### src/sv/ppfc_pkg.sv
// ----------------------------------------------------------------------------
// ppfc_pkg: shared types and constants for the packed pixel format converter
// Holds the payload structs, the configuration bundle, register indexes,
// depth codes and the keying threshold function.
// ----------------------------------------------------------------------------
`default_nettype none

package ppfc_pkg;

  // register indexes on the configuration port
  localparam logic [2:0] REG_PIXEL_DEPTHS     = 3'd0;
  localparam logic [2:0] REG_SRC_CHANNEL_BITS = 3'd1;
  localparam logic [2:0] REG_SRC_CHANNEL_POS  = 3'd2;
  localparam logic [2:0] REG_DST_CHANNEL_BITS = 3'd3;
  localparam logic [2:0] REG_DST_CHANNEL_POS  = 3'd4;
  localparam logic [2:0] REG_KEY_ENABLE       = 3'd5;
  localparam logic [2:0] REG_ALPHA_MAX_SHIFT  = 3'd6;
  localparam logic [2:0] REG_KEY_VALUE        = 3'd7;

  localparam int unsigned CFG_IDX_W  = 3;
  localparam int unsigned CFG_DATA_W = 32;

  // pixel depth codes
  localparam logic [1:0] DEPTH_8  = 2'd0;
  localparam logic [1:0] DEPTH_16 = 2'd1;
  localparam logic [1:0] DEPTH_24 = 2'd2;
  localparam logic [1:0] DEPTH_32 = 2'd3;

  localparam logic [3:0] PIXEL_DEPTHS_RST = 4'd5;

  // channel slots
  localparam int unsigned CH_R = 0;
  localparam int unsigned CH_G = 1;
  localparam int unsigned CH_B = 2;
  localparam int unsigned CH_A = 3;

  typedef struct packed {
    logic [31:0] pixel_bytes;
    logic        last_pixel;
  } ppfc_in_t;

  typedef struct packed {
    logic [31:0] out_bytes;
    logic [2:0]  out_byte_count;
    logic        out_last;
  } ppfc_out_t;

  typedef struct packed {
    logic [3:0]  pixel_depths;
    logic [23:0] src_channel_bits;
    logic [19:0] src_channel_pos;
    logic [23:0] dst_channel_bits;
    logic [19:0] dst_channel_pos;
    logic        key_enable;
    logic [3:0]  alpha_max_shift;
    logic [31:0] key_value;
  } ppfc_cfg_t;

  // one classified pixel between front and back
  typedef struct packed {
    logic [3:0][31:0] chan;
    logic             alpha_copy;
    logic             keyed;
    logic             last;
  } ppfc_work_t;

  // keying threshold from the alpha max shift
  function automatic logic [6:0] key_threshold(input logic [3:0] shift);
    logic [7:0] m;
    logic [7:0] thr;
    m   = (shift < 4'd8) ? (8'hff >> shift) : 8'h00;
    thr = ((m & 8'hfe) < 8'd3) ? 8'd1 : (m >> 1);
    return thr[6:0];
  endfunction

endpackage

`default_nettype wire

### src/sv/ppfc_front.sv
// ----------------------------------------------------------------------------
// ppfc_front: pixel assembly and channel extraction
// Builds the source word from the input bytes, pulls out the four channels
// and decides how alpha will be handled for this pixel.
// ----------------------------------------------------------------------------
`default_nettype none

module ppfc_front (
  input  ppfc_pkg::ppfc_cfg_t  cfg,
  input  ppfc_pkg::ppfc_in_t   in_item,
  output ppfc_pkg::ppfc_work_t work
);
  import ppfc_pkg::*;

  logic [31:0] pixel;
  logic [6:0]  thr;
  logic        has_alpha;

  always_comb begin
    unique case (cfg.pixel_depths[1:0])
      DEPTH_8:  pixel = {24'h0, in_item.pixel_bytes[7:0]};
      DEPTH_16: pixel = {16'h0, in_item.pixel_bytes[15:0]};
      DEPTH_24: pixel = {8'h0, in_item.pixel_bytes[7:0], in_item.pixel_bytes[15:8],
                         in_item.pixel_bytes[23:16]};
      default:  pixel = in_item.pixel_bytes;
    endcase
  end

  assign thr       = key_threshold(cfg.alpha_max_shift);
  assign has_alpha = (cfg.src_channel_bits[23:18] != 6'd0);

  // mask of a w-bit channel: all ones shifted right by (-w) mod 32
  always_comb begin
    logic [4:0] pos;
    logic [4:0] msh;
    for (int i = 0; i < 4; i++) begin
      pos = cfg.src_channel_pos[5*i +: 5];
      msh = 5'd0 - cfg.src_channel_bits[6*i +: 5];
      work.chan[i] = (pixel >> pos) & (32'hffff_ffff >> msh);
    end
    work.alpha_copy = has_alpha && !cfg.key_enable;
    work.keyed      = has_alpha && cfg.key_enable && (work.chan[CH_A] < {25'h0, thr});
    work.last       = in_item.last_pixel;
  end

endmodule

`default_nettype wire

### src/sv/ppfc_queue.sv
// ----------------------------------------------------------------------------
// ppfc_queue: small register queue between front and back
// First-in first-out store of classified pixels; full drops the write ready.
// ----------------------------------------------------------------------------
`default_nettype none

module ppfc_queue #(
  parameter int unsigned DEPTH = 2
) (
  input  wire                   clk,
  input  wire                   rst_n,
  input  wire                   push,
  input  ppfc_pkg::ppfc_work_t  push_data,
  output logic                  not_full,
  input  wire                   pop,
  output ppfc_pkg::ppfc_work_t  head,
  output logic                  not_empty
);
  import ppfc_pkg::*;

  localparam int unsigned PTR_W = (DEPTH > 1) ? $clog2(DEPTH) : 1;
  localparam int unsigned CNT_W = $clog2(DEPTH + 1);

  ppfc_work_t           mem_r [DEPTH];
  logic [PTR_W-1:0]     wr_ptr_r, wr_ptr_nxt;
  logic [PTR_W-1:0]     rd_ptr_r, rd_ptr_nxt;
  logic [CNT_W-1:0]     count_r, count_nxt;

  assign not_full  = (count_r != CNT_W'(DEPTH));
  assign not_empty = (count_r != '0);
  assign head      = mem_r[rd_ptr_r];

  always_comb begin
    wr_ptr_nxt = wr_ptr_r;
    rd_ptr_nxt = rd_ptr_r;
    count_nxt  = count_r;
    if (push) begin
      wr_ptr_nxt = (wr_ptr_r == PTR_W'(DEPTH - 1)) ? '0 : wr_ptr_r + 1'b1;
    end
    if (pop) begin
      rd_ptr_nxt = (rd_ptr_r == PTR_W'(DEPTH - 1)) ? '0 : rd_ptr_r + 1'b1;
    end
    if (push && !pop) begin
      count_nxt = count_r + 1'b1;
    end else if (pop && !push) begin
      count_nxt = count_r - 1'b1;
    end
  end

  always_ff @(posedge clk) begin
    if (!rst_n) begin
      wr_ptr_r <= '0;
      rd_ptr_r <= '0;
      count_r  <= '0;
    end else begin
      wr_ptr_r <= wr_ptr_nxt;
      rd_ptr_r <= rd_ptr_nxt;
      count_r  <= count_nxt;
    end
  end

  always_ff @(posedge clk) begin
    if (push) begin
      mem_r[wr_ptr_r] <= push_data;
    end
  end

endmodule

`default_nettype wire

### src/sv/ppfc_back.sv
// ----------------------------------------------------------------------------
// ppfc_back: channel rescaling, placement, keying and output packing
// Takes the queue head, builds the destination word and holds it in the
// output register until the receiver takes it.
// ----------------------------------------------------------------------------
`default_nettype none

module ppfc_back (
  input  wire                   clk,
  input  wire                   rst_n,
  input  ppfc_pkg::ppfc_cfg_t   cfg,
  input  ppfc_pkg::ppfc_work_t  work,
  input  wire                   work_valid,
  output logic                  work_pop,
  output logic                  out_valid,
  input  wire                   out_ready,
  output ppfc_pkg::ppfc_out_t   out_data
);
  import ppfc_pkg::*;

  logic             out_valid_r, out_valid_nxt;
  ppfc_out_t        out_data_r, out_data_nxt;
  logic [3:0]       left;
  logic [3:0][31:0] scaled;
  logic [31:0]      o;
  logic [31:0]      word;

  // shift direction per channel: left when src width does not exceed dst width
  always_comb begin
    for (int i = 0; i < 4; i++) begin
      left[i] = (cfg.src_channel_bits[6*i +: 6] <= cfg.dst_channel_bits[6*i +: 6]);
    end
  end

  always_comb begin
    logic [4:0] d;
    logic       dir;
    for (int i = 0; i < 4; i++) begin
      d   = cfg.src_channel_bits[6*i +: 5] - cfg.dst_channel_bits[6*i +: 5];
      // blue follows the red direction
      dir = (i == CH_B) ? left[CH_R] : left[i];
      scaled[i] = dir ? (work.chan[i] << (5'd0 - d)) : (work.chan[i] >> d);
    end
  end

  always_comb begin
    o = (scaled[CH_G] << cfg.dst_channel_pos[5*CH_G +: 5])
      | (scaled[CH_B] << cfg.dst_channel_pos[5*CH_B +: 5])
      | (scaled[CH_R] << cfg.dst_channel_pos[5*CH_R +: 5]);
    if (work.alpha_copy) begin
      o = o | (scaled[CH_A] << cfg.dst_channel_pos[5*CH_A +: 5]);
    end
    if (work.keyed) begin
      o = cfg.key_value;
    end
  end

  always_comb begin
    unique case (cfg.pixel_depths[3:2])
      DEPTH_8:  word = {24'h0, o[7:0]};
      DEPTH_16: word = {16'h0, o[15:0]};
      DEPTH_24: word = {8'h0, o[7:0], o[15:8], o[23:16]};
      default:  word = o;
    endcase
  end

  assign work_pop = work_valid && (!out_valid_r || out_ready);

  always_comb begin
    out_valid_nxt = out_valid_r;
    out_data_nxt  = out_data_r;
    if (work_pop) begin
      out_valid_nxt               = 1'b1;
      out_data_nxt.out_bytes      = word;
      out_data_nxt.out_byte_count = {1'b0, cfg.pixel_depths[3:2]} + 3'd1;
      out_data_nxt.out_last       = work.last;
    end else if (out_ready) begin
      out_valid_nxt = 1'b0;
    end
  end

  always_ff @(posedge clk) begin
    if (!rst_n) begin
      out_valid_r <= 1'b0;
    end else begin
      out_valid_r <= out_valid_nxt;
    end
    out_data_r <= out_data_nxt;
  end

  assign out_valid = out_valid_r;
  assign out_data  = out_data_r;

endmodule

`default_nettype wire

### src/sv/packed_pixel_format_converter.sv
// ----------------------------------------------------------------------------
// packed_pixel_format_converter: packed pixel format converter top level
// Converts one packed source pixel per item into one packed destination
// pixel, with per-channel rescaling and optional alpha keying.
// ----------------------------------------------------------------------------
// usage
//   in_*   : valid/ready channel, one source pixel (bytes + row end flag)
//   out_*  : valid/ready channel, one destination pixel per input item
//   cfg_*  : plain write port, cfg_index selects the register, no wait
// an accepted item is written into the queue, and the back moves it from
//   the queue head into the output register that drives out_*
// throughput: one item per cycle while the output register is free or
//   being taken, since the back stage drains the queue into it
// stall: when out_ready is low the output register holds, the queue soaks
//   up QUEUE_DEPTH more items, then in_ready drops until the receiver
//   takes a result
// reset: synchronous, active low; queue and output register are emptied and
//   the registers return to their defaults (16-bit source, 16-bit dest,
//   every width and position zero, keying off)
// configuration, which the block does not guard, must be written by the user only while no item is in flight
// ----------------------------------------------------------------------------
`default_nettype none

module packed_pixel_format_converter #(
  parameter int unsigned QUEUE_DEPTH = 2
) (
  input  wire                  clk,
  input  wire                  rst_n,
  // source pixels
  input  wire                  in_valid,
  output logic                 in_ready,
  input  ppfc_pkg::ppfc_in_t   in_data,
  // destination pixels
  output logic                 out_valid,
  input  wire                  out_ready,
  output ppfc_pkg::ppfc_out_t  out_data,
  // configuration writes
  input  wire                  cfg_we,
  input  wire [ppfc_pkg::CFG_IDX_W-1:0]  cfg_index,
  input  wire [ppfc_pkg::CFG_DATA_W-1:0] cfg_wdata
);
  import ppfc_pkg::*;

  ppfc_cfg_t  cfg_r, cfg_nxt;
  ppfc_work_t front_work;
  ppfc_work_t q_head;
  logic       q_not_full;
  logic       q_not_empty;
  logic       q_pop;
  logic       in_fire;

  // ---------------------------------------------------------------- registers
  always_comb begin
    cfg_nxt = cfg_r;
    if (cfg_we) begin
      unique case (cfg_index)
        REG_PIXEL_DEPTHS:     cfg_nxt.pixel_depths     = cfg_wdata[3:0];
        REG_SRC_CHANNEL_BITS: cfg_nxt.src_channel_bits = cfg_wdata[23:0];
        REG_SRC_CHANNEL_POS:  cfg_nxt.src_channel_pos  = cfg_wdata[19:0];
        REG_DST_CHANNEL_BITS: cfg_nxt.dst_channel_bits = cfg_wdata[23:0];
        REG_DST_CHANNEL_POS:  cfg_nxt.dst_channel_pos  = cfg_wdata[19:0];
        REG_KEY_ENABLE:       cfg_nxt.key_enable       = cfg_wdata[0];
        REG_ALPHA_MAX_SHIFT:  cfg_nxt.alpha_max_shift  = cfg_wdata[3:0];
        REG_KEY_VALUE:        cfg_nxt.key_value        = cfg_wdata;
        default:              cfg_nxt = cfg_r;
      endcase
    end
  end

  always_ff @(posedge clk) begin
    if (!rst_n) begin
      cfg_r.pixel_depths     <= PIXEL_DEPTHS_RST;
      cfg_r.src_channel_bits <= '0;
      cfg_r.src_channel_pos  <= '0;
      cfg_r.dst_channel_bits <= '0;
      cfg_r.dst_channel_pos  <= '0;
      cfg_r.key_enable       <= 1'b0;
      cfg_r.alpha_max_shift  <= '0;
      cfg_r.key_value        <= '0;
    end else begin
      cfg_r <= cfg_nxt;
    end
  end

  // ---------------------------------------------------------------- front
  // input is taken whenever the queue has room, independent of the output
  assign in_ready = q_not_full;
  assign in_fire  = in_valid && in_ready;

  ppfc_front u_front (
    .cfg     (cfg_r),
    .in_item (in_data),
    .work    (front_work)
  );

  // ---------------------------------------------------------------- queue
  ppfc_queue #(
    .DEPTH (QUEUE_DEPTH)
  ) u_queue (
    .clk       (clk),
    .rst_n     (rst_n),
    .push      (in_fire),
    .push_data (front_work),
    .not_full  (q_not_full),
    .pop       (q_pop),
    .head      (q_head),
    .not_empty (q_not_empty)
  );

  // ---------------------------------------------------------------- back
  ppfc_back u_back (
    .clk        (clk),
    .rst_n      (rst_n),
    .cfg        (cfg_r),
    .work       (q_head),
    .work_valid (q_not_empty),
    .work_pop   (q_pop),
    .out_valid  (out_valid),
    .out_ready  (out_ready),
    .out_data   (out_data)
  );

endmodule

`default_nettype wire

### config.mk
export PLATFORM = sky130hd
export DESIGN_NAME = packed_pixel_format_converter
export DESIGN_NICKNAME = d
export VERILOG_FILES = /design/src/sv/ppfc_pkg.sv /design/src/sv/ppfc_front.sv /design/src/sv/ppfc_queue.sv /design/src/sv/ppfc_back.sv /design/src/sv/packed_pixel_format_converter.sv
export SDC_FILE = /design/constraint.sdc
export NUM_CORES = 2
export LEC_CHECK = 0
export BUFFER_PORTS_ARGS = -buffer_cell sky130_fd_sc_hd__buf_2
export CAP_MARGIN = 20
export CELL_PAD_IN_SITES_DETAIL_PLACEMENT = 1
export CELL_PAD_IN_SITES_GLOBAL_PLACEMENT = 2
export CORE_MARGIN = 10
export CORE_UTILIZATION = 39
export CTS_BUF_LIST = sky130_fd_sc_hd__clkbuf_4 sky130_fd_sc_hd__clkbuf_8
export CTS_CLUSTER_DIAMETER = 40
export DETAILED_ROUTE_END_ITERATION = 16
export MAX_ROUTING_LAYER = met4
export PLACE_DENSITY_LB_ADDON = 0.1
export RECOVER_POWER = 50
export SYNTH_ARGS = -nofsm -noshare
export SYNTH_HDL_FRONTEND = slang
export SYNTH_SLANG_ARGS = --single-unit
### constraint.sdc
create_clock -name clk -period 10.3 [get_ports clk]
set_input_delay 2.06 -clock clk [delete_from_list [all_inputs] [get_ports clk]]
set_output_delay 2.06 -clock clk [all_outputs]
set_load 0.01 [all_outputs]
==> reports/metrics.csv <==
stage;metric;value;unit
place;Port Buffers;110;
sta;fmax;119;MHz
sta;Hold Vio Cnt, Final;0;
sta;setup TNS;0;ps
layout;Core Util, Final;42.4;%
setup_path;critical path class;in2reg;
synth;commonest cells in the netlist;nand2_1 (785), mux2i_1 (635), nor2_1 (556), clkbuf_1 (336), o21ai_0 (303);
sta;# setup viols final;0;
route;ANT nets after route;0;
synth;Primary FF master, synth;edfxtp_1;
synth;post-synthesis cell type count;117;
setup_path;FF-to-FF Start;u_queue.count_r[0];
place;Final GP Congestion;1.09;
global_route;largest net degree at the start of global routing;118;
synth;syn_area_per_cell;8.49;um^2
cts;CTS tree;built;
route;Via density;7.05;
sta;actual slew at the worst max-slew pin;6770;ps
hold_path;Worst Hold Class;reg2reg;
setup_path;crit path launch type;input pin;
status;status;complete, but fails checks;
floorplan;number of cell rows;135;
floorplan;Starting Density;39.2;%
global_route;vias in the first global route;54800;
global_route;global route total overflow;0;
sta;clk_skew;90.1;ps
cts;Clock Path Buffers;3;
synth;number of synthesized register bits;431;
job;Max-Cap Viols;10;
floorplan;Die W;389;um
hold_path;Hold Startpoint;cfg_r[59];
setup_path;Req. time, crit path;10540;ps
setup_path;reg2reg end;u_queue.mem_r[0][10];
synth;sequential share of the synthesized area;21.8;%
global_route;initial antenna violation count;18;
synth;largest cells by area after synthesis;edfxtp_1 (17%), mux2i_1 (12%), mux4_2 (11%), nand2_1 (5.5%), mux2_2 (5.0%);
synth;asr flop ratio synth;0;%
synth;most numerous cell in the Yosys netlist;nand2_1;
cts;Post-CTS Resized;0;
layout;fraction of layout cells with a size suffix above 1;17.2;%
hold_path;end of the worst hold path;cfg_r[59];
synth;Mapped Cells;6260;
sta;hold slack final;466;ps
sta;relative slew slack;-352;%
synth;post-synth top area share;16.8;%
layout;area grow syn2layout;8.04;%
route;drt first pass iters;6;
synth;Post-synth EDFFs;298;
cts;Num CTS Buffers;95;
layout;Final #Nets;6242;
setup_path;CP arrival;8660;ps
hold_path;hold depth;2;
route;final WL;287000;um
setup_path;Worst Path Max Fanout;110;
pwr;leak pwr;21.7;nW
sta;period utilisation layout;81.7;%
floorplan;Die Ht;389;um
synth;syn_nets;6389;
sta;Period minus WS final;8420;ps
place;DP HPWL;225000;um
cts;CTS root buffer;clkbuf_8;
floorplan;DIE AREA;0.151;mm^2
global_route;Overall Global Routing Usage;37.3;%
floorplan;Top Ports;111;
cts;cts hold-fix bufs;0;
synth;Post-Syn Area;0.0531;mm^2
status;failing checks;max-capacitance violations, max-slew violations;
global_route;first-pass GRT wire length;409000;um
setup_path;R2R setup slack;2540;ps
sta;Final Max Slew Viols;446;
cts;worst-skew pair later-pin latency;900;ps
cts;Worst-path clk slew;50;ps
sta;unrepaired setup endpoints after global routing;no;
cts;H-tree depth;3;
setup_path;FF-to-FF path depth;4;
synth;Yosys top cell by area;edfxtp_1;
synth;Synth Warn #;0;
cts;post-CTS setup buffer count;0;
route;1st-iter DRT viols;6802;
route;DR DRC count;0;
route;vias;56400;
route;post-DR wirelength/cell;35.9;um
pwr;peak supply drop;0.205;mV
setup_path;CP endpoint kind;register;
cts;# clock sinks;431;
floorplan;core area;0.135;mm^2
pwr;pwr dens;217;mW/mm^2
## critical path, cell delays in order
cell and delay, ps:
buf_2 80, nand2_1 80, nor2_1 1420, clkbuf_1 4630
## routing by layer
metal | wire length [um] | part of all wire, % | track usage [%] | up-vias
met5 | 0 | 0 | - | -
met4 | 15100 | 5.3 | 16.7 | 0
met3 | 25600 | 8.9 | 7.63 | 658
met2 | 125000 | 44 | 55.1 | 3066
met1 | 121000 | 42 | 49.0 | 28600
li1 | - | - | - | 24100
## layout by cell type (no fill, tap or decap), types with 174 or more instances in the layout
cell      count
o21ai_0     301
buf_4       174
a211oi_1    194
a21oi_1     242
mux2i_1     634
edfxtp_1    298
mux4_2      251
nand2_1     785
nor2_1      553
nor3_1      212
mux2_2      232
## layout make-up
| type | instances | area, um^2 |
|---|---|---|
| clock inverters | 66 | 713 |
| clock buffers | 113 | 1470 |
| inverters | 106 | 399 |
| repair buffers | 301 | 2000 |
| diodes | 15 | 37.5 |
| fillers | 15900 | 78000 |
| multi-input cells | 5178 | 38900 |
| well taps | 1781 | 2230 |
| flip-flops and latches | 431 | 11600 |
## where the power goes
part           switching [mW]  internal [mW]  total [mW]
Clock                   0.977           1.22        2.19
Combinational            5.23           2.59        7.81
Sequential              0.258           2.19        2.45
## flip-flops by register name (all words and copies together) (netlist names), named ones only
signal            count
u_queue.wr_ptr_r      1
u_back.out_valid      1
u_back.out_data      36
u_queue.rd_ptr_r      1
u_queue.mem_r       262
u_queue.count_r       2
cfg_r               127
## worst max path at each step
stage               start                   end  cells after the start  slack, ps
2_1_floorplan    in_valid   u_queue.mem_r[0][0]                      2       2070
3_3_place_gp   cfg_r[119]   u_back.out_data[33]                     18       2710
3_5_place_dp   cfg_r[113]   u_back.out_data[33]                     20       2800
4_1_cts        cfg_r[113]   u_back.out_data[33]                     20       2820
5_1_grt          in_valid  u_queue.mem_r[0][10]                      4       1310
6_report         in_valid  u_queue.mem_r[0][10]                      4       1880
## cells by family (layout without fill, tap and decap cells)
| kind of cell | Yosys count | count (layout) | synth area share, % |
|---|---|---|---|
| simple gates | 2147 | 2147 | 18.4 |
| compound gates | 1789 | 1789 | 24.0 |
| mux | 1128 | 1128 | 27.8 |
| buf+inv | 651 | 586 | 5.34 |
| flops | 431 | 431 | 21.8 |
| xor+xnor | 58 | 58 | 1.20 |
| fa+ha+maj | 56 | 56 | 1.37 |
| other cells | 0 | 15 | 0 |
## stage by stage
step,area [um^2],worst slack [ps],total power [mW],instances
after global placement,55200,2710,9.88,7790
after CTS,57400,2820,12.2,7972
final,57400,1880,12.5,7991
after global routing,57400,1310,12.8,7987
after detailed placement,55200,2800,9.92,7793
after floorplan,53100,2070,6.95,6260
(Power assumes the default switching activity.)
